`src/hdl/assert_macros.svh`:
```
// Assertion macros for the RTL files that carry checks.
// Depends on a clock named clk and an active-low reset named rst_n in scope.
`ifndef ASSERT_MACROS_SVH
`define ASSERT_MACROS_SVH

// Concurrent check, sampled on the rising edge, off while in reset.
`define ASSERT_ALWAYS(label, prop, msg) \
    label: assert property (@(posedge clk) disable iff (!rst_n) (prop)) \
        else $error(msg);

// Condition that must never hold at a rising edge outside reset.
`define ASSERT_NEVER(label, cond, msg) \
    label: assert property (@(posedge clk) disable iff (!rst_n) !(cond)) \
        else $error(msg);

`endif

```
`src/hdl/nli_ram.sv`:
```
// Generic single-write, single-read RAM with registered read data.
// No dependencies.
module nli_ram #(
    parameter int WIDTH = 8,
    parameter int DEPTH = 16,
    localparam int AW   = (DEPTH > 1) ? $clog2(DEPTH) : 1
) (
    input  logic             clk,
    input  logic             wr_en,
    input  logic [AW-1:0]    wr_addr,
    input  logic [WIDTH-1:0] wr_data,
    input  logic             rd_en,
    input  logic [AW-1:0]    rd_addr,
    output logic [WIDTH-1:0] rd_data
);

    logic [WIDTH-1:0] mem [DEPTH];

    always_ff @(posedge clk)
    begin
        if (wr_en)
        begin
            mem[wr_addr] <= wr_data;
        end
        if (rd_en)
        begin
            rd_data <= mem[rd_addr];
        end
    end

endmodule

```
`config.mk`:
```
export PLATFORM = sky130hd
export DESIGN_NAME = nli_ram
export DESIGN_NICKNAME = d
export VERILOG_FILES = /design/src/hdl/assert_macros.svh /design/src/hdl/nli_ram.sv
export SDC_FILE = /design/constraint.sdc
export NUM_CORES = 1
export LEC_CHECK = 0
export BUFFER_PORTS_ARGS = -buffer_cell sky130_fd_sc_hd__buf_2
export CAP_MARGIN = 20
export CORE_UTILIZATION = 27
export CTS_CLUSTER_DIAMETER = 40
export CTS_CLUSTER_SIZE = 16
export DETAILED_ROUTE_END_ITERATION = 10
export GPL_ROUTABILITY_DRIVEN = 0
export PLACE_DENSITY = 0.5
export REMOVE_ABC_BUFFERS = 1
export SYNTH_ARGS = -nofsm -noshare
export SYNTH_HDL_FRONTEND = slang
export SYNTH_SLANG_ARGS = --single-unit
```
`constraint.sdc`:
```
create_clock -name clk -period 2.05 [get_ports clk]
set_input_delay 0.205 -clock clk [delete_from_list [all_inputs] [get_ports clk]]
set_output_delay 0.205 -clock clk [all_outputs]
set_load 0.005 [all_outputs]
```
### Word level (Yosys, flattened, before mapping)

Memory sizes are Yosys's and may differ from the RTL's. A register that Yosys moved wholly into a read port is not among the register bits.
Index checks and enable logic that the tools add are counted.

| storage, ports and cells | value |
|---|---|
| register bits | 0 |
| memories | 1 |
| output and inout bits | 8 |
| bits of input ports | 19 |
| logic and storage cells | 3 |
| RAM bits | 128 |

| operators by class | value |
|---|---|
| muxes and demuxes | 2 |

Memories:

| memory | depth | width | rd ports | clocked after memory_dff | write ports | line | RTL |
|---|---|---|---|---|---|---|---|
| mem | 16 | 8 | 1 | 1 | 1 | nli_ram.sv:17 | `logic [WIDTH-1:0] mem [DEPTH];` |

Operators with widths:

| cell | number |
|---|---|
| $mux W1 | 2 |

### Depth between registers and ports, before layout

Gate-level depths: netlist (run 1).

| logic depth | value |
|---|---|
| word-level depth | 2 |
| mapped depth | 5 |
| gate-level depth less buffers | 3 |

### Least setup slack after synthesis (run 1)

No wires, ideal clock.

| timing | value |
|---|---|
| path kind | input port to flip-flop |
| start | input port wr_addr[2] |
| end | memory mem[0][0], enable pin |
| setup time | 0.383 ns |
| path buffers | 0 |
| data required time | 1.667 ns |
| slack | 0.352 ns |
| data arrival time | 1.315 ns |
| stages on the path | 2 |
| cell sequence | or3b_2 -> nor3_1 |

RTL lines:

| what | line | RTL |
|---|---|---|
| start, declared | nli_ram.sv:10 | `input logic [AW-1:0] wr_addr,` |
| end, declared | nli_ram.sv:17 |  |

Straight into the memory's write port.

==> summary.md, run 1 <==
### Synth
• 0.005228 sq mm — synthesized cell area
• sky130_fd_sc_hd__edfxtp_1 — library cell with the largest summed area after synthesis
• 78.12% — proportion of synthesized chip area in sequential cells
• sky130_fd_sc_hd__edfxtp_1 78%, sky130_fd_sc_hd__mux4_2 7.8%, sky130_fd_sc_hd__mux4_1 7.0% — cell types with the largest area share after synthesis
• 229 — cell count after synthesis
• 0 — total number of yosys warnings
• 18 — Synth cell types
• 78.12% — top-area cell type share of the netlist area
• 136 — register bit count reported by yosys
• 22.83 sq um — Avg Inst Size Synth

### Critical path
• flip-flop to flip-flop — Crit Path Class
• flip-flop — Worst Setup Start Kind
• multiplexers — crit-path leading delay family
• 0.55 ns — slowest stage delay, CP
• rd_data[2] — FF-to-FF End
• 1 — largest fanout of any net on the critical path
• sky130_fd_sc_hd__mux4_1 — cell type of the slowest stage on the worst timing path
• rd_data[2] — capture point of the worst path
• 1.70 ns — Data arrival, critical path
• 3 — depth of the critical timing path with buffers and inverters included
• mem[5][2] — timing startpoint of the critical path
• 3 — worst-case reg-to-reg path depth
• 0.50 ns — register-to-register path setup slack
• 2.20 ns — Critical Path RT
• 0 — Critical path buffers and inverters
• mem[5][2] — reg-to-reg startpoint
• mux4_1 > a22oi_1 > nand2_1 — sequence of cells on the critical path
• flip-flop — critical path endpoint category

### CTS
• 4 — CTS H-tree depth
• 0 — CTS resizes
• 0.41 ns — Clock Latency Late Sink
• 17 — Num CTS Buffers
• yes — TritonCTS clock tree
• sky130_fd_sc_hd__clkbuf_16 — clock root buffer
• 2 — largest buffer count on any clock path
• 0 — # Post-CTS Setup Buffers
• 0.06 ns — CTS clk-pin slew, worst paths
• 0 — hold-fix buffer count after cts
• 136 — sinks on the clock net

### Placement
• 0.005799 sq mm — cell area reported after detailed placement
• 6876 microns — placed wire-length estimate
• 26 — IO buf count

### Global route
• 16220 microns — global-route wire length before repair
• 1 — antenna violations before repair
• 0 — GR Overflow Total
• 11.79% — global-route usage over all layers
• 33 — maximum number of pins on one net before global-route repair
• 2590 — number of global-route vias before repair

### Final layout
• sky130_fd_sc_hd__edfxtp_1 — most common library cell in the layout ignoring fill and taps
• 305 — Net count, final
• 30.87% — layout cells sized above 1
• 20.87% — Layout Area Growth over Synthesis
• 33.55% — final core utilization
• 0.006319 sq mm — Final Instance Area
• 0 — antenna cell count
• 136 x sky130_fd_sc_hd__edfxtp_1, 26 x sky130_fd_sc_hd__buf_2, 19 x sky130_fd_sc_hd__buf_4, 18 x sky130_fd_sc_hd__mux4_2, 17 x sky130_fd_sc_hd__clkbuf_16 — commonest cells after routing, fill and taps aside

### Outcome
• complete, no violations — result of the run

### STA
• false — setup repair after global routing missed its margin
• 0.1461 ns — worst hold margin
• 0 ns — accumulated negative setup slack
• 0.6432 GHz — top achievable clock speed
• 0.006463 ns — setup skew after layout
• 0 — final setup violation count
• 73.29% — worst-case headroom to the max-slew limit
• 0 — final-report hold violation count
• 0 — number of max-slew violations in the final report
• 1.555 ns — clock period minus worst slack
• 75.84% — period utilisation layout
• 0.4007 ns — worst slew pin tran

### Floorplan
• 141.1 microns — die width
• 27 — top-level port count
• 50 — Rows
• 0.01992 sq mm — area of the die
• 0.01883 sq mm — core region area
• 141.1 microns — Die H
• 27.76% — initial core utilization

### Drt
• 2404 — number of vias after detailed routing
• 158 — First DRT Iteration DRCs
• 4 — first-pass detailed-route iteration total
• 0 — count of antenna-violating nets left after detailed routing
• 0 — DRC Markers
• 4.308 — Vias/cell
• 18.78 microns — WL/cell
• 10480 microns — final wirelength

### Job
• 0 — max cap viols

### Worst hold path
• input pin to flip-flop — type of the most critical hold path

### Power and ir drop
• 2.096 nW — static leakage
• 0.0003874 V — Max VDD drop
• 0.006109 W — overall power consumption
• 966.9 mW/mm^2 — total power density per cell area

[synthesized netlist by cell type, drive strengths merged]
master,count
a22oi,16
and2,1
and2b,1
buf,7
clkdlybuf4s25,3
edfxtp,136
mux4,32
nand2,9
nand2b,2
nand3,1
nand3b,2
nor2,13
nor2b,1
nor3,4
or3b,1
[per-stage QoR]
step | instances | setup slack, ns
floorplan | 219 | 0.3521
global placement | 527 | 0.2373
detailed placement | 527 | 0.2424
CTS | 558 | 0.5091
global route | 558 | 0.4407
finish | 558 | 0.4953
[kinds of logic after synthesis]
kind of cell	synth area share, %
flops	78.12
mux	14.79
simple gates	3.136
buf+inv	1.651
compound gates	2.298
[layer usage]
layer | track usage, % | share of wire, % | wire length (microns)
met5 | 0 | 0.16 | 17
met4 | 4.977 | 0.74 | 78
met3 | 4.246 | 6.1 | 635
met2 | 17.56 | 47 | 4938
met1 | 15.51 | 46 | 4813
[how the worst min path moves through the flow]
stage,start,endpoint,slack [ns],cells after the start
after floorplan,wr_data[0],mem[0][0],0.30,0
after global placement,rd_en,rd_data[6],0.57,1
after detailed placement,rd_en,rd_data[6],0.57,1
after CTS,rd_en,rd_data[6],0.13,1
after global routing,rd_en,rd_data[2],0.14,1
final,rd_en,rd_data[6],0.15,1
[final cells by class]
class                   count  area, sq um
clock buffers              19        432.9
clock inverters            12        86.33
fillers                  1765        12510
multi-input cells          83         1057
flip-flops and latches    136         4084
well taps                 260        325.3
repair buffers             48        332.8
[worst reg2reg max path, cell delays in order, from the launching register on]
cell and delay, ns:
sky130_fd_sc_hd__edfxtp_1 0.36, sky130_fd_sc_hd__mux4_1 0.55, sky130_fd_sc_hd__a22oi_1 0.28, sky130_fd_sc_hd__nand2_1 0.11
[report_power, final]
part	leakage [nW]	switching (W)	internal [W]
Sequential	1.24	0.0000128	0.00313
Combinational	0.603	0.000166	0.000128
Clock	0.256	0.00104	0.00163
[state kept, by name (all words and copies together) (netlist names)]
signal / count
mem: 128
rd_data: 8
Note: power is estimated with default switching activity, not from simulation.
==> inputs of run 2 (changes only) <==
Clock period 2.05 ns to 1.5 ns, I/O delays scaled along.
==> run 2 against run 1 <==
- fmax is 6.5% higher
- die area did not move
- register-to-register slack worse by 0.45 ns
- global-route usage rose by 0.16 points
- clock-buffer cell count shrank 2
- non-clock buffer count increased by 6
- setup slack got worse by 0.45 ns
- critical endpoint unchanged
==> summary.md, run 2 (synthesis gave the netlist of run 1 again) <==
### Power and ir drop
• 4.6% — proportion of power drawn by combinational gates, -0.2 points
• 2.181 nW — static leakage, +4.1%
• 0.009159 W — overall power consumption, +50%
• 0.001766 W — Net Sw Power, +45%
• 0.007393 W — internal power, +51%
• 47.0% — register share of total power, -4.5 points
• 48.4% — clock group share of total power, +4.7 points
• 0.0006876 V — Max VDD drop, +77%
• 1408 mW/mm^2 — total power density per cell area, +46%
• 19.28% — switching part of the total power, -0.67 points

### Drt
• 2461 — number of vias after detailed routing, +2.4%
• 11040 microns — final wirelength, +5.3%
• 0 — DRC Markers, unchanged
• 4 — first-pass detailed-route iteration total, unchanged
• 5455 microns — met2 routed wirelength, +10%
• met4 — top metal layer carrying routed signals
• 522 microns — metal3 WL, -18%
• 4920 microns — Post-Route M1 WL, +2.2%
• 271 — First DRT Iteration DRCs, +72%
• 4.356 — Vias/cell, +1.1%
• 0 — count of antenna-violating nets left after detailed routing, unchanged
• 19.53 microns — WL/cell, +4.0%

### Floorplan
• 27.76% — initial core utilization, unchanged
• 0.01883 sq mm — core region area, unchanged
• 141.1 microns — Die H, unchanged
• 141.1 microns — die width, unchanged
• 50 — Rows, unchanged
• 0.01992 sq mm — area of the die, unchanged
• 27 — top-level port count, unchanged

### STA
• 0 — final-report hold violation count, unchanged
• 0 — final setup violation count, unchanged
• 41.47% — worst-case headroom to the max-slew limit, -32 points
• 0.8761 ns — worst slew pin tran, +0.4755 ns
• 97.30% — period utilisation layout, +21 points
• 0 ns — accumulated negative setup slack, unchanged
• 0.6851 GHz — top achievable clock speed, +6.5%
• 0 — number of max-slew violations in the final report, unchanged
• 0.005117 ns — setup skew after layout, -0.001346 ns
• 0.04046 ns — least setup slack across all paths after layout, -0.4549 ns
• false — setup repair after global routing missed its margin
• 1.460 ns — clock period minus worst slack, -0.09514 ns

### Global route
• 0 — antenna violations before repair, -1
• 17 — maximum number of pins on one net before global-route repair, -48%
• 2580 — number of global-route vias before repair, -0.39%
• 11.95% — global-route usage over all layers, +0.16 points
• 16390 microns — global-route wire length before repair, +1.1%
• 0 — GR Overflow Total, unchanged

### Final layout
• 136 x sky130_fd_sc_hd__edfxtp_1, 26 x sky130_fd_sc_hd__buf_2, 24 x sky130_fd_sc_hd__buf_4, 19 x sky130_fd_sc_hd__mux4_2, 17 x sky130_fd_sc_hd__clkbuf_16 — commonest cells after routing, fill and taps aside
• mem — register containing the most flip-flops in the final layout
• 128 — number of flip-flops under the largest register name, unchanged
• 565 — final instance count without filler cells, +1.3%
• 311 — Net count, final, +2.0%
• sky130_fd_sc_hd__edfxtp_1 — most common library cell in the layout ignoring fill and taps
• 34.54% — final core utilization, +0.99 points
• 35.08% — layout cells sized above 1, +4.2 points
• 24.44% — Layout Area Growth over Synthesis
• mem: 128 flops, rd_data: 8 flops — biggest registers after layout
• 0 — antenna cell count, unchanged

### Placement
• 7289 microns — placed wire-length estimate, +6.0%
• -0.2484 ns — pre-CTS setup slack, -0.4908 ns
• 26 — IO buf count, unchanged
• 533 — count of placed standard cells including taps, +1.1%

### CTS
• 4 — CTS H-tree depth, unchanged
• 0.41 ns — Clock Latency Late Sink, about the same
• 2 — largest buffer count on any clock path, unchanged
• 0.06 ns — CTS clk-pin slew, worst paths, about the same
• 0 — # Post-CTS Setup Buffers, unchanged
• sky130_fd_sc_hd__clkbuf_16 — clock root buffer
• 136 — sinks on the clock net, unchanged
• yes — TritonCTS clock tree
• 17 — Num CTS Buffers, unchanged

### Critical path
• 1 — largest fanout of any net on the critical path, unchanged
• flip-flop — critical path endpoint category
• flip-flop — Worst Setup Start Kind
• flip-flop to flip-flop — Crit Path Class
• 1.62 ns — Data arrival, critical path, -0.08 ns
• 1.66 ns — Critical Path RT, -0.54 ns

### Worst hold path
• input pin to flip-flop — type of the most critical hold path

### Outcome
• complete, no violations — result of the run

### Job
• 0 — max cap viols, unchanged

-- run 2: power by group through the flow --
stage	logic [W]	clock network (W)	registers, W
after global placement	0.000413	0	0.00438
after CTS	0.000426	0.00451	0.00430
final	0.000424	0.00443	0.00430
after detailed placement	0.000423	0	0.00438
after floorplan	0.000171	0	0.00438
after global routing	0.000459	0.00465	0.00431
-- run 2: cell type report --
cell class	count	area, sq um
Fill cell	1753	12330
Clock buffer	17	425.4
Multi-Input combinational cell	83	1074
Sequential cell	136	4084
Tap cell	260	325.3
Timing Repair Buffer	54	390.4
Clock inverter	15	206.4
-- run 2: stage by stage --
stage | cell area (sq um) | hold slack (ns)
finish | 6505 | 0.1101
global route | 6505 | 0.1073
CTS | 6490 | 0.1022
detailed placement | 5857 | 0.5397
global placement | 5857 | 0.5392
floorplan | 5141 | 0.2489
-- run 2: worst paths after layout --
check / slack, ns / cells past startpoint / endpoint / start
min: 0.11 / 1 / rd_data[3] / rd_en
max: 0.04 / 3 / rd_data[2] / mem[1][2]
min reg2reg: 0.75 / 3 / rd_data[1] / mem[14][1]
max reg2reg: 0.04 / 3 / rd_data[2] / mem[1][2]
-- run 2: routing by layer --
metal / global-route usage (%) / up-vias
li1: - / 1105
met1: 14.96 / 1288
met2: 19.12 / 58
met3: 4.178 / 10
met4: 4.291 / 0
met5: 0 / -
-- run 2: repair_timing --
| action | 4_1_cts | 5_1_grt |
|---|---|---|
| gates resized for setup | 2 | 3 |
| pin swaps | 0 | 1 |
| hold buffers | 0 | 0 |
| setup endpoints to repair | 2 | 4 |
| hold endpoints to repair | 0 | 0 |
-- run 2: worst max-delay path, cell delays in order (launching register included) --
cell	delay [ns]
sky130_fd_sc_hd__edfxtp_1	0.35
sky130_fd_sc_hd__mux4_1	0.53
sky130_fd_sc_hd__a22oi_2	0.24
sky130_fd_sc_hd__nand2_1	0.09
