--- config.mk ---
export PLATFORM = sky130hd
export DESIGN_NAME = nli_match
export DESIGN_NICKNAME = d
export VERILOG_FILES = /design/src/hdl/assert_macros.svh /design/src/hdl/nli_pkg.sv /design/src/hdl/nli_match.sv
export SDC_FILE = /design/constraint.sdc
export NUM_CORES = 1
export LEC_CHECK = 0
export ABC_AREA = 1
export ABC_CLOCK_PERIOD_IN_PS = 3100
export BUFFER_PORTS_ARGS = -buffer_cell sky130_fd_sc_hd__clkbuf_2
export CORE_UTILIZATION = 30
export DETAILED_ROUTE_END_ITERATION = 8
export GPL_TIMING_DRIVEN = 1
export PLACE_DENSITY = 0.67
export REMOVE_ABC_BUFFERS = 1
export SYNTH_ARGS = -nofsm -noshare
export SYNTH_HDL_FRONTEND = slang
export SYNTH_SLANG_ARGS = --single-unit
--- constraint.sdc ---
create_clock -name vclk -period 3.1
set_input_delay 0.155 -clock vclk [all_inputs]
set_output_delay 0.155 -clock vclk [all_outputs]
set_load 0.02 [all_outputs]
--- src/hdl/assert_macros.svh ---
// Assertion macros for the RTL files that carry checks.
// Depends on a clock named clk and an active-low reset named rst_n in scope.
`ifndef ASSERT_MACROS_SVH
`define ASSERT_MACROS_SVH

// Concurrent check, sampled on the rising edge, off while in reset.
`define ASSERT_ALWAYS(label, prop, msg) \
    label: assert property (@(posedge clk) disable iff (!rst_n) (prop)) \
        else $error(msg);

// Condition that must never hold at a rising edge outside reset.
`define ASSERT_NEVER(label, cond, msg) \
    label: assert property (@(posedge clk) disable iff (!rst_n) !(cond)) \
        else $error(msg);

`endif

--- src/hdl/nli_pkg.sv ---
// Shared constants, codes and types of the node line incidence lister.
// No dependencies.
package nli_pkg;

    localparam int MAX_REFS_DEF      = 20;
    localparam int LINE_CAPACITY_DEF = 1024;
    localparam int NODE_LIMIT_DEF    = 4096;

    localparam int MODE_W   = 2;
    localparam int NODE_W   = 12;
    localparam int LINE_W   = 11;
    localparam int STATUS_W = 3;
    // wide enough to compare a node against any node limit
    localparam int LIMIT_W  = 17;

    localparam logic [MODE_W-1:0] MODE_LOAD  = 2'd0;
    localparam logic [MODE_W-1:0] MODE_LIST  = 2'd1;
    localparam logic [MODE_W-1:0] MODE_CLEAR = 2'd2;

    localparam logic [STATUS_W-1:0] ST_REF     = 3'd0;
    localparam logic [STATUS_W-1:0] ST_NONE    = 3'd1;
    localparam logic [STATUS_W-1:0] ST_MANY    = 3'd2;
    localparam logic [STATUS_W-1:0] ST_LOADED  = 3'd3;
    localparam logic [STATUS_W-1:0] ST_FULL    = 3'd4;
    localparam logic [STATUS_W-1:0] ST_CLEARED = 3'd5;

    // outcome of one compare step of the scan
    typedef struct packed {
        logic hit;   // selected node equals the query
        logic full;  // this hit fills the reference buffer
    } match_t;

endpackage

--- src/hdl/nli_match.sv ---
// Shared compare step of the scan: picks the begin or end node of a line,
// tests it against the query and advances the reference count. Uses nli_pkg.
module nli_match
    import nli_pkg::*;
#(
    parameter int MAX_REFS = MAX_REFS_DEF,
    localparam int RB_AW   = $clog2(MAX_REFS)
) (
    input  logic [NODE_W-1:0] node_b,
    input  logic [NODE_W-1:0] node_e,
    input  logic              sel_end,
    input  logic [NODE_W-1:0] query,
    input  logic [RB_AW-1:0]  ref_cnt,
    output match_t            result,
    output logic [RB_AW-1:0]  ref_cnt_next
);

    logic [NODE_W-1:0] node_sel;

    always_comb
    begin
        node_sel        = sel_end ? node_e : node_b;
        result.hit      = (node_sel == query);
        result.full     = result.hit && (ref_cnt == RB_AW'(MAX_REFS - 1));
        ref_cnt_next    = result.hit ? (ref_cnt + RB_AW'(1)) : ref_cnt;
    end

endmodule

## Yosys cells after proc, flatten, opt, wreduce, memory -nomap -nowiden

Index checks and enable logic that the tools add are counted.

| storage, ports and cells | value |
|---|---|
| bits of input ports | 42 |
| word-level logic and storage cells | 6 |
| flip-flop bits (word level) | 0 |
| output and inout bits | 7 |

| cells by class | value |
|---|---|
| reduce and logical (&&, ||, !) cells | 1 |
| multiplexer cells | 2 |
| equal/unequal tests | 2 |
| add/subtract/negate cells | 1 |

Operators by type and width:

| operator | number |
|---|---|
| 12-bit == test | 1 |
| 12-bit 2-to-1 mux | 1 |
| 5-bit by 1-bit adder with 5-bit output (second input constant) | 1 |
| 5-bit == test (second input constant) | 1 |
| 5-bit 2-to-1 mux | 1 |
| 1-bit logical AND | 1 |

## Depth between registers and ports, before layout

Gate-level depths: netlist of run 1.

| depth | value |
|---|---|
| depth in word-level cells | 3 |
| mapped depth | 13 |
| mapped depth without buffers | 11 |

## Worst setup path after synthesis of run 1

Ideal clock, no wire load.

| path | value |
|---|---|
| path type | input to output |
| start | input port sel_end |
| end | output port result[0] in the netlist's numbering |
| path buffers | 2 |
| slack | 1.659 ns |
| cell stages on the path | 11 |
| data required time | 2.945 ns |
| arrival time | 1.286 ns |
| cells stage by stage | buf_6 > inv_6 > buf_12 > nand2_1 > nand3_1 > nand2_1 > inv_1 > nand2_2 > nor2_4 > nand3_2 > nor2_1 |

RTL lines:

| what | line | text |
|---|---|---|
| start, declared | nli_match.sv:11 | `input logic sel_end,` |
| end, declared | nli_match.sv:14 | `output match_t result,` |

## Final worst setup path of run 1

| path | value |
|---|---|
| start | input port sel_end |
| end | output port ref_cnt_next[2] |

| between the ends | value |
|---|---|
| word-level cells in the longest chain between the ends | 3 |

Ends and longest elaborated chain:

| what | line | text |
|---|---|---|
| 12-bit 2-to-1 mux | nli_match.sv:22 | `node_sel = sel_end ? node_e : node_b;` |
| 12-bit == test | nli_match.sv:23 | `result.hit = (node_sel == query);` |
| 5-bit 2-to-1 mux | nli_match.sv:25 | `ref_cnt_next = result.hit ? (ref_cnt + RB_AW'(1)) : ref_cnt;` |
| end, declared | nli_match.sv:15 | `output logic [RB_AW-1:0] ref_cnt_next` |

No other way between the ends.

==> flow_summary.ini, run 1 <==
[synthesis]
postSynthAreaPerCell_um2 = 4.91
yosys.area_share.simple_pct = 77.5
netlist_area_um2 = 752
synth_xor_area_share_pct = 3.49
synth_adder_area_share_pct = 1.66
synthCells = 153
synthMuxAreaShare_pct = 0
yosysUniqueCellTypes = 17
yosysSeqAreaShare_pct = 0
synth_top_family_by_area = simple AND/OR/NAND/NOR gates
synth_compound_area_share_pct = 0
yosys_warnings = 0

[floorplanning]
placeableCoreArea_um2 = 2300
rows = 17
dieArea_um2 = 2710
die_y_um = 52.1
initial_core_util_pct = 32.7
die_x_um = 52.1
ioPinCount = 49

[critical_path]
worstSetupEndpointType = output port
cp_max_fo = 17
crit_path_start = sel_end
critical_path_class = input port to output port
worstPathArrival_ns = 1.57
critPathLaunchType = input port
required_ns = 2.94

[sta]
max_freq_ghz = 0.580
rsz0062_at_grt = false
setup_viol = 0
hold_ws_ns = 0.667
post-route-min-period_ns = 1.72
hold_viol = 0
worst_slew_pin_slew_ns = 0.371
finalCritPeriodShare_pct = 55.6
slew-limit-headroom_pct = 75.2
slew_violations = 0
setup_tns_ns = 0

[placement]
hpwlAfterDp_um = 1550
gp_congestion = 0.712
port_buffers = 49
dp.cells = 227

[drt]
met1_length_um = 865
drt_iter0_markers = 22
vias_per_cell = 4.26
dr_wl_met2_um = 733
drc = 0
ant_nets = 0
drt_wl_total_um = 1730
firstDrtPassIters = 4
wl_per_cell_um = 7.63
num_vias = 967
highest_layer = met3
met3_length_um = 132

[clock_network]
cts-resized-gates = 0
cts_hold_buffers = 0
postCtsSetupBuffers = 0

[final_layout]
diodes = 0
fillers = 277
fin_cells = 227
numSequentialCells = 0
n_clock_buffer = 0
final_common_cell = nand2_1
final_net_count = 244
regArea_um2 = 0
final_core_util_pct = 43.1
final_cell_mix = nand2_1 (73), clkbuf_2 (49), nand3_1 (24)
drive_gt1_share_pct = 34.2
syn2layout_area_growth_pct = 31.6

[power_and_ir_drop]
power_density_nw_per_um2 = 123
net-switching-power_mw = 0.0694
pwr-share-comb_pct = 100.0
p_int_mw = 0.0528
peakVddDrop_v = 0.0000535
power.share.sequential_pct = 0
p_leak_nw = 0.672
switching_share_pct = 56.8
p_clk_share_pct = 0

[grt]
antenna_found_initial = 0
globalRoute.totalOverflow = 0
grt_pass1_vias = 773
grtUsageTotal_pct = 12.7
grt_pass1_wl_um = 2850
grt_max_degree = 18

[min_path]
hp-start = ref_cnt[4]
hold-path-endpoint = ref_cnt_next[4]
hold_depth = 4
hold_path.class = input port to output port

[outcome]
status = completed

[flow_run]
drv_cap = 0
==> synth_stat cells <==
| cell type | n | share of area, % |
|---|---|---|
| ha_1 | 1 | 1.7 |
| nor2_1 | 4 | 2.0 |
| buf_6 | 2 | 3.0 |
| nor2_2 | 3 | 2.5 |
| xnor2_1 | 2 | 2.3 |
| nand2_4 | 2 | 3.0 |
| buf_12 | 1 | 2.7 |
| nand2_2 | 9 | 7.5 |
| nor2_4 | 2 | 3.0 |
| nand2_1 | 73 | 36 |
| or2_2 | 1 | 0.83 |
| nand3_1 | 24 | 16 |
| inv_1 | 21 | 10 |
| xor2_1 | 1 | 1.2 |
| inv_6 | 1 | 1.2 |
| nand3b_1 | 5 | 5.0 |
| nand3_2 | 1 | 1.3 |
==> power groups by stage <==
stage / Sequential (mW) / Clock [mW] / Combinational (mW)
2_1_floorplan: 0 / 0 / 0.0761
4_1_cts: 0 / 0 / 0.124
3_5_place_dp: 0 / 0 / 0.123
3_3_place_gp: 0 / 0 / 0.123
5_1_grt: 0 / 0 / 0.140
6_report: 0 / 0 / 0.122
==> per-stage QoR <==
stage	worst slack, ns	area (um2)	total power [mW]
final	1.38	990	0.122
after global routing	1.14	990	0.140
after CTS	1.36	990	0.124
after detailed placement	1.36	990	0.123
after global placement	1.37	990	0.123
after floorplan	1.80	709	0.0761
==> worst max path at each step <==
stage	to	slack (ns)	cells after the start
floorplan	result[0]	1.80	9
global placement	result[0]	1.37	11
detailed placement	result[0]	1.36	11
CTS	result[0]	1.36	11
global route	ref_cnt_next[4]	1.14	12
finish	ref_cnt_next[2]	1.38	12
==> cells by family (layout without fill, tap and decap cells) <==
group,Yosys count,in the layout
xor+xnor,3,3
fa+ha+maj,1,1
buf+inv,25,71
simple gates,124,124
==> layout make-up <==
cell class | instances | area [um2] | area share, %
Inverter | 22 | 87.6 | 8.85
Multi-Input combinational cell | 128 | 622 | 62.8
Tap cell | 28 | 35.0 | 3.54
Timing Repair Buffer | 49 | 245 | 24.8
==> routing by layer <==
metal | GRT usage (%) | up-vias
met5 | 0 | -
met4 | 0 | 0
met3 | 0.292 | 0
met2 | 22.2 | 36
met1 | 18.0 | 371
li1 | - | 560
==> critical path, stage by stage <==
cell and delay [ns]:
clkbuf_2 0.25, inv_6 0.22, nand2_1 0.09, nand2_1 0.06, nand2_1 0.04, nand2_1 0.05
nand2_1 0.08, nor2_4 0.17, nand3_2 0.16, nand2_1 0.09, nand2_1 0.05, clkbuf_2 0.15
Power figures use the tool's default switching activity.
==> run 2, diff against run 1 <==
--- a/config.mk
+++ b/config.mk
@@ -5,13 +5,14 @@
 export SDC_FILE = /design/constraint.sdc
 export NUM_CORES = 1
 export LEC_CHECK = 0
-export ABC_AREA = 1
-export ABC_CLOCK_PERIOD_IN_PS = 3100
+export ABC_AREA = 0
+export ABC_CLOCK_PERIOD_IN_PS = 1400
 export BUFFER_PORTS_ARGS = -buffer_cell sky130_fd_sc_hd__clkbuf_2
-export CORE_UTILIZATION = 30
+export CORE_AREA = 2 2 39 41
 export DETAILED_ROUTE_END_ITERATION = 8
+export DIE_AREA = 0 0 41 43
 export GPL_TIMING_DRIVEN = 1
-export PLACE_DENSITY = 0.67
+export PLACE_DENSITY = 0.83
 export REMOVE_ABC_BUFFERS = 1
 export SYNTH_ARGS = -nofsm -noshare
 export SYNTH_HDL_FRONTEND = slang
==> constraint.sdc (replaced) <==
create_clock -name vclk -period 1.4
set_input_delay 0.07 -clock vclk [all_inputs]
set_output_delay 0.07 -clock vclk [all_outputs]
set_load 0.02 [all_outputs]
==> run 2 against run 1 <==
Largest power group unchanged; combinational power is 89% higher; count of clock-buffer cells in the layout did not move; the flow now finishes with violations (setup timing); core utilization increased by 16 points; design area is 18% lower; highest routed layer unchanged; global-route usage is 0.59 points lower; area after synthesis down 50%.
==> flow_summary.ini, run 2 <==
[placement]
placed_area_um2 = 694
port_buffers = 49
hpwlAfterDp_um = 977
gp_congestion = 0.648

[final_layout]
diodes = 0
finalInstanceArea_um2 = 812
n_clock_buffer = 0
final_common_cell = clkbuf_2
fillers = 135
final_core_util_pct = 58.7
drive_gt1_share_pct = 68.0
numSequentialCells = 0
final_cell_mix = clkbuf_2 (41), xnor2_1 (14), buf_4 (11)
syn2layout_area_growth_pct = 116
regArea_um2 = 0
final_net_count = 145

[sta]
worst_slew_pin_slew_ns = 0.271
worst_slack_ns = -0.345
max_freq_ghz = 0.573
finalCritPeriodShare_pct = 125
setup_viol = 7
hold_ws_ns = 0.449
slew_violations = 0
slew-limit-headroom_pct = 81.8
rsz0062_at_grt = true
post-route-min-period_ns = 1.74
hold_viol = 0

[floorplanning]
rows = 14
die_x_um = 41
initial_core_util_pct = 27.1
die_y_um = 43
ioPinCount = 49
dieArea_um2 = 1760
placeableCoreArea_um2 = 1380

[synthesis]
synth_top_area_cell = xnor2_1
synth_common_cells = xnor2_1 (16), mux2i_1 (12), nand4_1 (3), and3_1 (2), nor4_1 (2)
yosys.cell_count.top_type = xnor2_1
synth_top_area_share_pct = 37.3
yosys_warnings = 0
postSynthAreaPerCell_um2 = 8.94
synthCells = 42
yosysUniqueCellTypes = 12
synth.area.top_cells = xnor2_1 (37%), mux2i_1 (32%), nand4_1 (5.0%), nor4b_2 (4.0%), and3_1 (3.3%)
netlist_area_um2 = 375
yosysSeqAreaShare_pct = 0

[flow_run]
drv_cap = 0

[critical_path]
worstPathArrival_ns = 1.67
critPathLaunchType = input port
worstSetupEndpointType = output port
cp_top_family = simple AND/OR/NAND/NOR gates
cp_max_fo = 8
crit_buf_inv = 4
required_ns = 1.33
critical_path_class = input port to output port
cp_common_cell = buf_4
max_stage_delay_ns = 0.30
slowest_stage = nor4b_2
path_cells = buf_8 -> buf_12 -> mux2i_4 -> xnor2_1 -> nor4_1 -> buf_4 -> nand4_1 -> nor4b_2 -> buf_4

[outcome]
violations = setup timing
status = finished, violations left

[power_and_ir_drop]
p_leak_nw = 0.434
power_density_nw_per_um2 = 285
peakVddDrop_v = 0.000118

[drt]
vias_per_cell = 4.63
wl_per_cell_um = 10.5
firstDrtPassIters = 2
drt_iter0_markers = 1
ant_nets = 0
num_vias = 537
drt_wl_total_um = 1220
drc = 0

[min_path]
hold_path.class = input port to output port
hold-path-endpoint = ref_cnt_next[4]
hp-start = ref_cnt[4]
hold_depth = 3

[grt]
grt_pass1_wl_um = 1590
globalRoute.totalOverflow = 0
antenna_found_initial = 0
grtUsageTotal_pct = 12.1
grt_pass1_vias = 439
grt_max_degree = 9
## run 2: layout make-up
| class | instances | area (um2) | area share (%) |
|---|---|---|---|
| multi-input cells | 40 | 404 | 49.8 |
| repair buffers | 59 | 384 | 47.3 |
| well taps | 16 | 20.0 | 2.47 |
| inverters | 1 | 3.75 | 0.462 |
## run 2: timing repair
item,4_1_cts,5_1_grt
cloned,0,0
hold buffers,0,0
endpoints found under the hold margin,0,0
buffers inserted,3,0
resized for setup,12,15
pin swaps,3,6
setup endpoints to repair,7,7
## run 2: worst max path at each step
stage	startpoint	to	slack, ns	depth (start not counted)
final	sel_end	result[0]	-0.34	9
after global routing	sel_end	ref_cnt_next[2]	-0.45	10
after CTS	sel_end	result[0]	-0.38	9
after detailed placement	sel_end	result[0]	-0.43	9
after floorplan	sel_end	result[0]	-0.21	5
after global placement	sel_end	result[0]	-0.39	9
## run 2: report_power, final
group	switching (mW)	internal, mW
clock network	0	0
registers	0	0
logic	0.0917	0.140
## run 2: worst min-delay path, cell delays in order
cell and delay, ns:
clkbuf_2 0.09, xnor2_1 0.06, buf_4 0.15
## run 2: routing by layer
metal	wire, um	vias up	GRT usage, %	share of wire, %
li1	-	274	-	-
met1	405	233	13.0	33
met2	688	30	24.7	56
met3	129	0	0.524	11
met4	0	0	0	0
met5	0	-	0	0
## run 2: kinds of logic (layout without fill, tap and decap cells)
logic type               after synthesis  after routing  synth area share [%]
XOR/XNOR                              16             16                  37.3
multiplexers                          13             13                  35.0
AND/OR/NAND/NOR                       10             10                  20.3
adder cells (fa/ha/maj)                1              1                  3.33
buffers and inverters                  2             60                  4.00
## run 2: through the flow
step                total power, mW  setup TNS, ns  worst slack [ns]  cells
global placement              0.194          -2.03            -0.385    113
finish                        0.231          -1.83            -0.345    116
detailed placement            0.199          -2.35            -0.433    113
global route                  0.253          -2.61            -0.448    116
floorplan                    0.0935         -0.609            -0.212     41
CTS                           0.215          -2.29            -0.384    116
==> run 3, diff against run 2 <==
--- a/config.mk
+++ b/config.mk
@@ -7,13 +7,14 @@
 export LEC_CHECK = 0
 export ABC_AREA = 0
 export ABC_CLOCK_PERIOD_IN_PS = 1400
-export BUFFER_PORTS_ARGS = -buffer_cell sky130_fd_sc_hd__clkbuf_2
 export CORE_AREA = 2 2 39 41
 export DETAILED_ROUTE_END_ITERATION = 8
 export DIE_AREA = 0 0 41 43
+export DONT_BUFFER_PORTS = 1
 export GPL_TIMING_DRIVEN = 1
-export PLACE_DENSITY = 0.83
+export PLACE_DENSITY = 0.5
 export REMOVE_ABC_BUFFERS = 1
+export SLEW_MARGIN = 20
 export SYNTH_ARGS = -nofsm -noshare
 export SYNTH_HDL_FRONTEND = slang
 export SYNTH_SLANG_ARGS = --single-unit
==> run 3 against run 2 <==
Count of clock-buffer cells in the layout unchanged; global-route usage decreased by 4.0 points; power decreased by 46%; highest routed layer unchanged; combinational power decreased by 45%; routed wire length decreased by 32%; the run still ends with setup timing left; design area decreased by 38%; maximum frequency increased by 19%; critical path type unchanged; core utilization decreased by 23 points; cell count decreased by 40%; die area unchanged; sequential share of layout area unchanged.
==> flow_summary.ini, run 3 (synthesized netlist as in run 2, its figures left out) <==
[outcome]
status = finished, violations left
violations = setup timing

[floorplanning]
die_y_um = 43
die_x_um = 41
initial_core_util_pct = 27.1
rows = 14
ioPinCount = 49
placeableCoreArea_um2 = 1380
dieArea_um2 = 1760

[min_path]
hp-start = ref_cnt[3]
hold_depth = 2
hold_path.class = input port to output port
hold-path-endpoint = result[0]

[power_and_ir_drop]
p_int_mw = 0.0772
peakVddDrop_v = 0.0000818
power_density_nw_per_um2 = 252
p_clk_share_pct = 0
p_leak_nw = 0.220
power.share.sequential_pct = 0
pwr-share-comb_pct = 100.0
net-switching-power_mw = 0.0487
switching_share_pct = 38.7

[final_layout]
fin_cells = 70
fillers = 154
final_common_cell = xnor2_1
syn2layout_area_growth_pct = 33.3
multiInputGateArea_um2 = 379
drive_gt1_share_pct = 35.2
regArea_um2 = 0
diodes = 0
final_cell_mix = xnor2_1 (14), buf_4 (13), mux2i_1 (11)
final_net_count = 99
numSequentialCells = 0
n_clock_buffer = 0

[sta]
hold_viol = 0
worst_slew_pin_slew_ns = 0.319
slew-limit-headroom_pct = 78.5
post-route-min-period_ns = 1.47
setup_viol = 4
worst_slack_ns = -0.0689
rsz0062_at_grt = true
finalCritPeriodShare_pct = 105
setup_tns_ns = -0.179
max_freq_ghz = 0.681
slew_violations = 0

[critical_path]
max_stage_delay_ns = 0.37
worstPathArrival_ns = 1.40
cp_top_family = simple AND/OR/NAND/NOR gates
critical_path_class = input port to output port
path_cells = mux2i_2 -> xnor2_1 -> nor4_2 -> nand4_1 -> nor4b_2 -> buf_4
worstSetupEndpointType = output port
required_ns = 1.33
critPathLaunchType = input port
slowest_stage = nor4_2
cp_max_fo = 12
crit_buf_inv = 1

[placement]
dp.cells = 68
port_buffers = 0
gp_congestion = 0.621

[drt]
drt_iter0_markers = 5
drt_wl_total_um = 837
drc = 0
firstDrtPassIters = 3
num_vias = 367
ant_nets = 0
wl_per_cell_um = 12.0
vias_per_cell = 5.24

[flow_run]
drv_cap = 0

[grt]
grt_max_degree = 13
grtUsageTotal_pct = 8.09
grt_pass1_vias = 322
antenna_found_initial = 0
globalRoute.totalOverflow = 0
grt_pass1_wl_um = 1110
## run 3: metal layers
metal	routed length, um	share of wire [%]	GRT usage, %
met3	140	17	1.05
met4	0	0	0.667
met5	0	0	0
met1	301	36	9.18
met2	395	47	15.3
## run 3: worst max path at each step
stage | from | end | slack [ns] | depth (start not counted)
6_report | sel_end | result[0] | -0.07 | 6
3_5_place_dp | sel_end | result[0] | -0.13 | 6
5_1_grt | sel_end | result[0] | -0.20 | 6
3_3_place_gp | sel_end | result[0] | -0.07 | 7
2_1_floorplan | sel_end | result[0] | -0.21 | 5
4_1_cts | sel_end | result[0] | -0.11 | 6
## run 3: area by class of cell
cell class                      instances  share of cell area, %
Multi-Input combinational cell         40                   75.8
Tap cell                               16                   4.00
Timing Repair Buffer                   13                   19.5
Inverter                                1                  0.750
## run 3: power groups by stage
stage                     clock network [mW]  logic [mW]  registers, mW
after floorplan                            0      0.0935              0
after global placement                     0       0.122              0
after detailed placement                   0       0.123              0
after CTS                                  0       0.127              0
after global routing                       0       0.139              0
final                                      0       0.126              0
## run 3: stage by stage
step,power [mW],util [%],hold WS [ns],setup WS (ns),area [um2]
2_1_floorplan,0.0935,-,0.193,-0.212,364
3_3_place_gp,0.122,33.7,0.304,-0.0678,467
3_5_place_dp,0.123,33.7,0.308,-0.129,467
4_1_cts,0.127,34.8,0.310,-0.112,482
5_1_grt,0.139,36.2,0.310,-0.199,500
6_report,0.126,36.2,0.306,-0.0689,500
## run 3: repair_timing
item	CTS	global route
resized for setup	1	3
pin swaps	3	7
endpoints found under the setup margin	3	7
hold buffers	0	0
buffers inserted	2	1
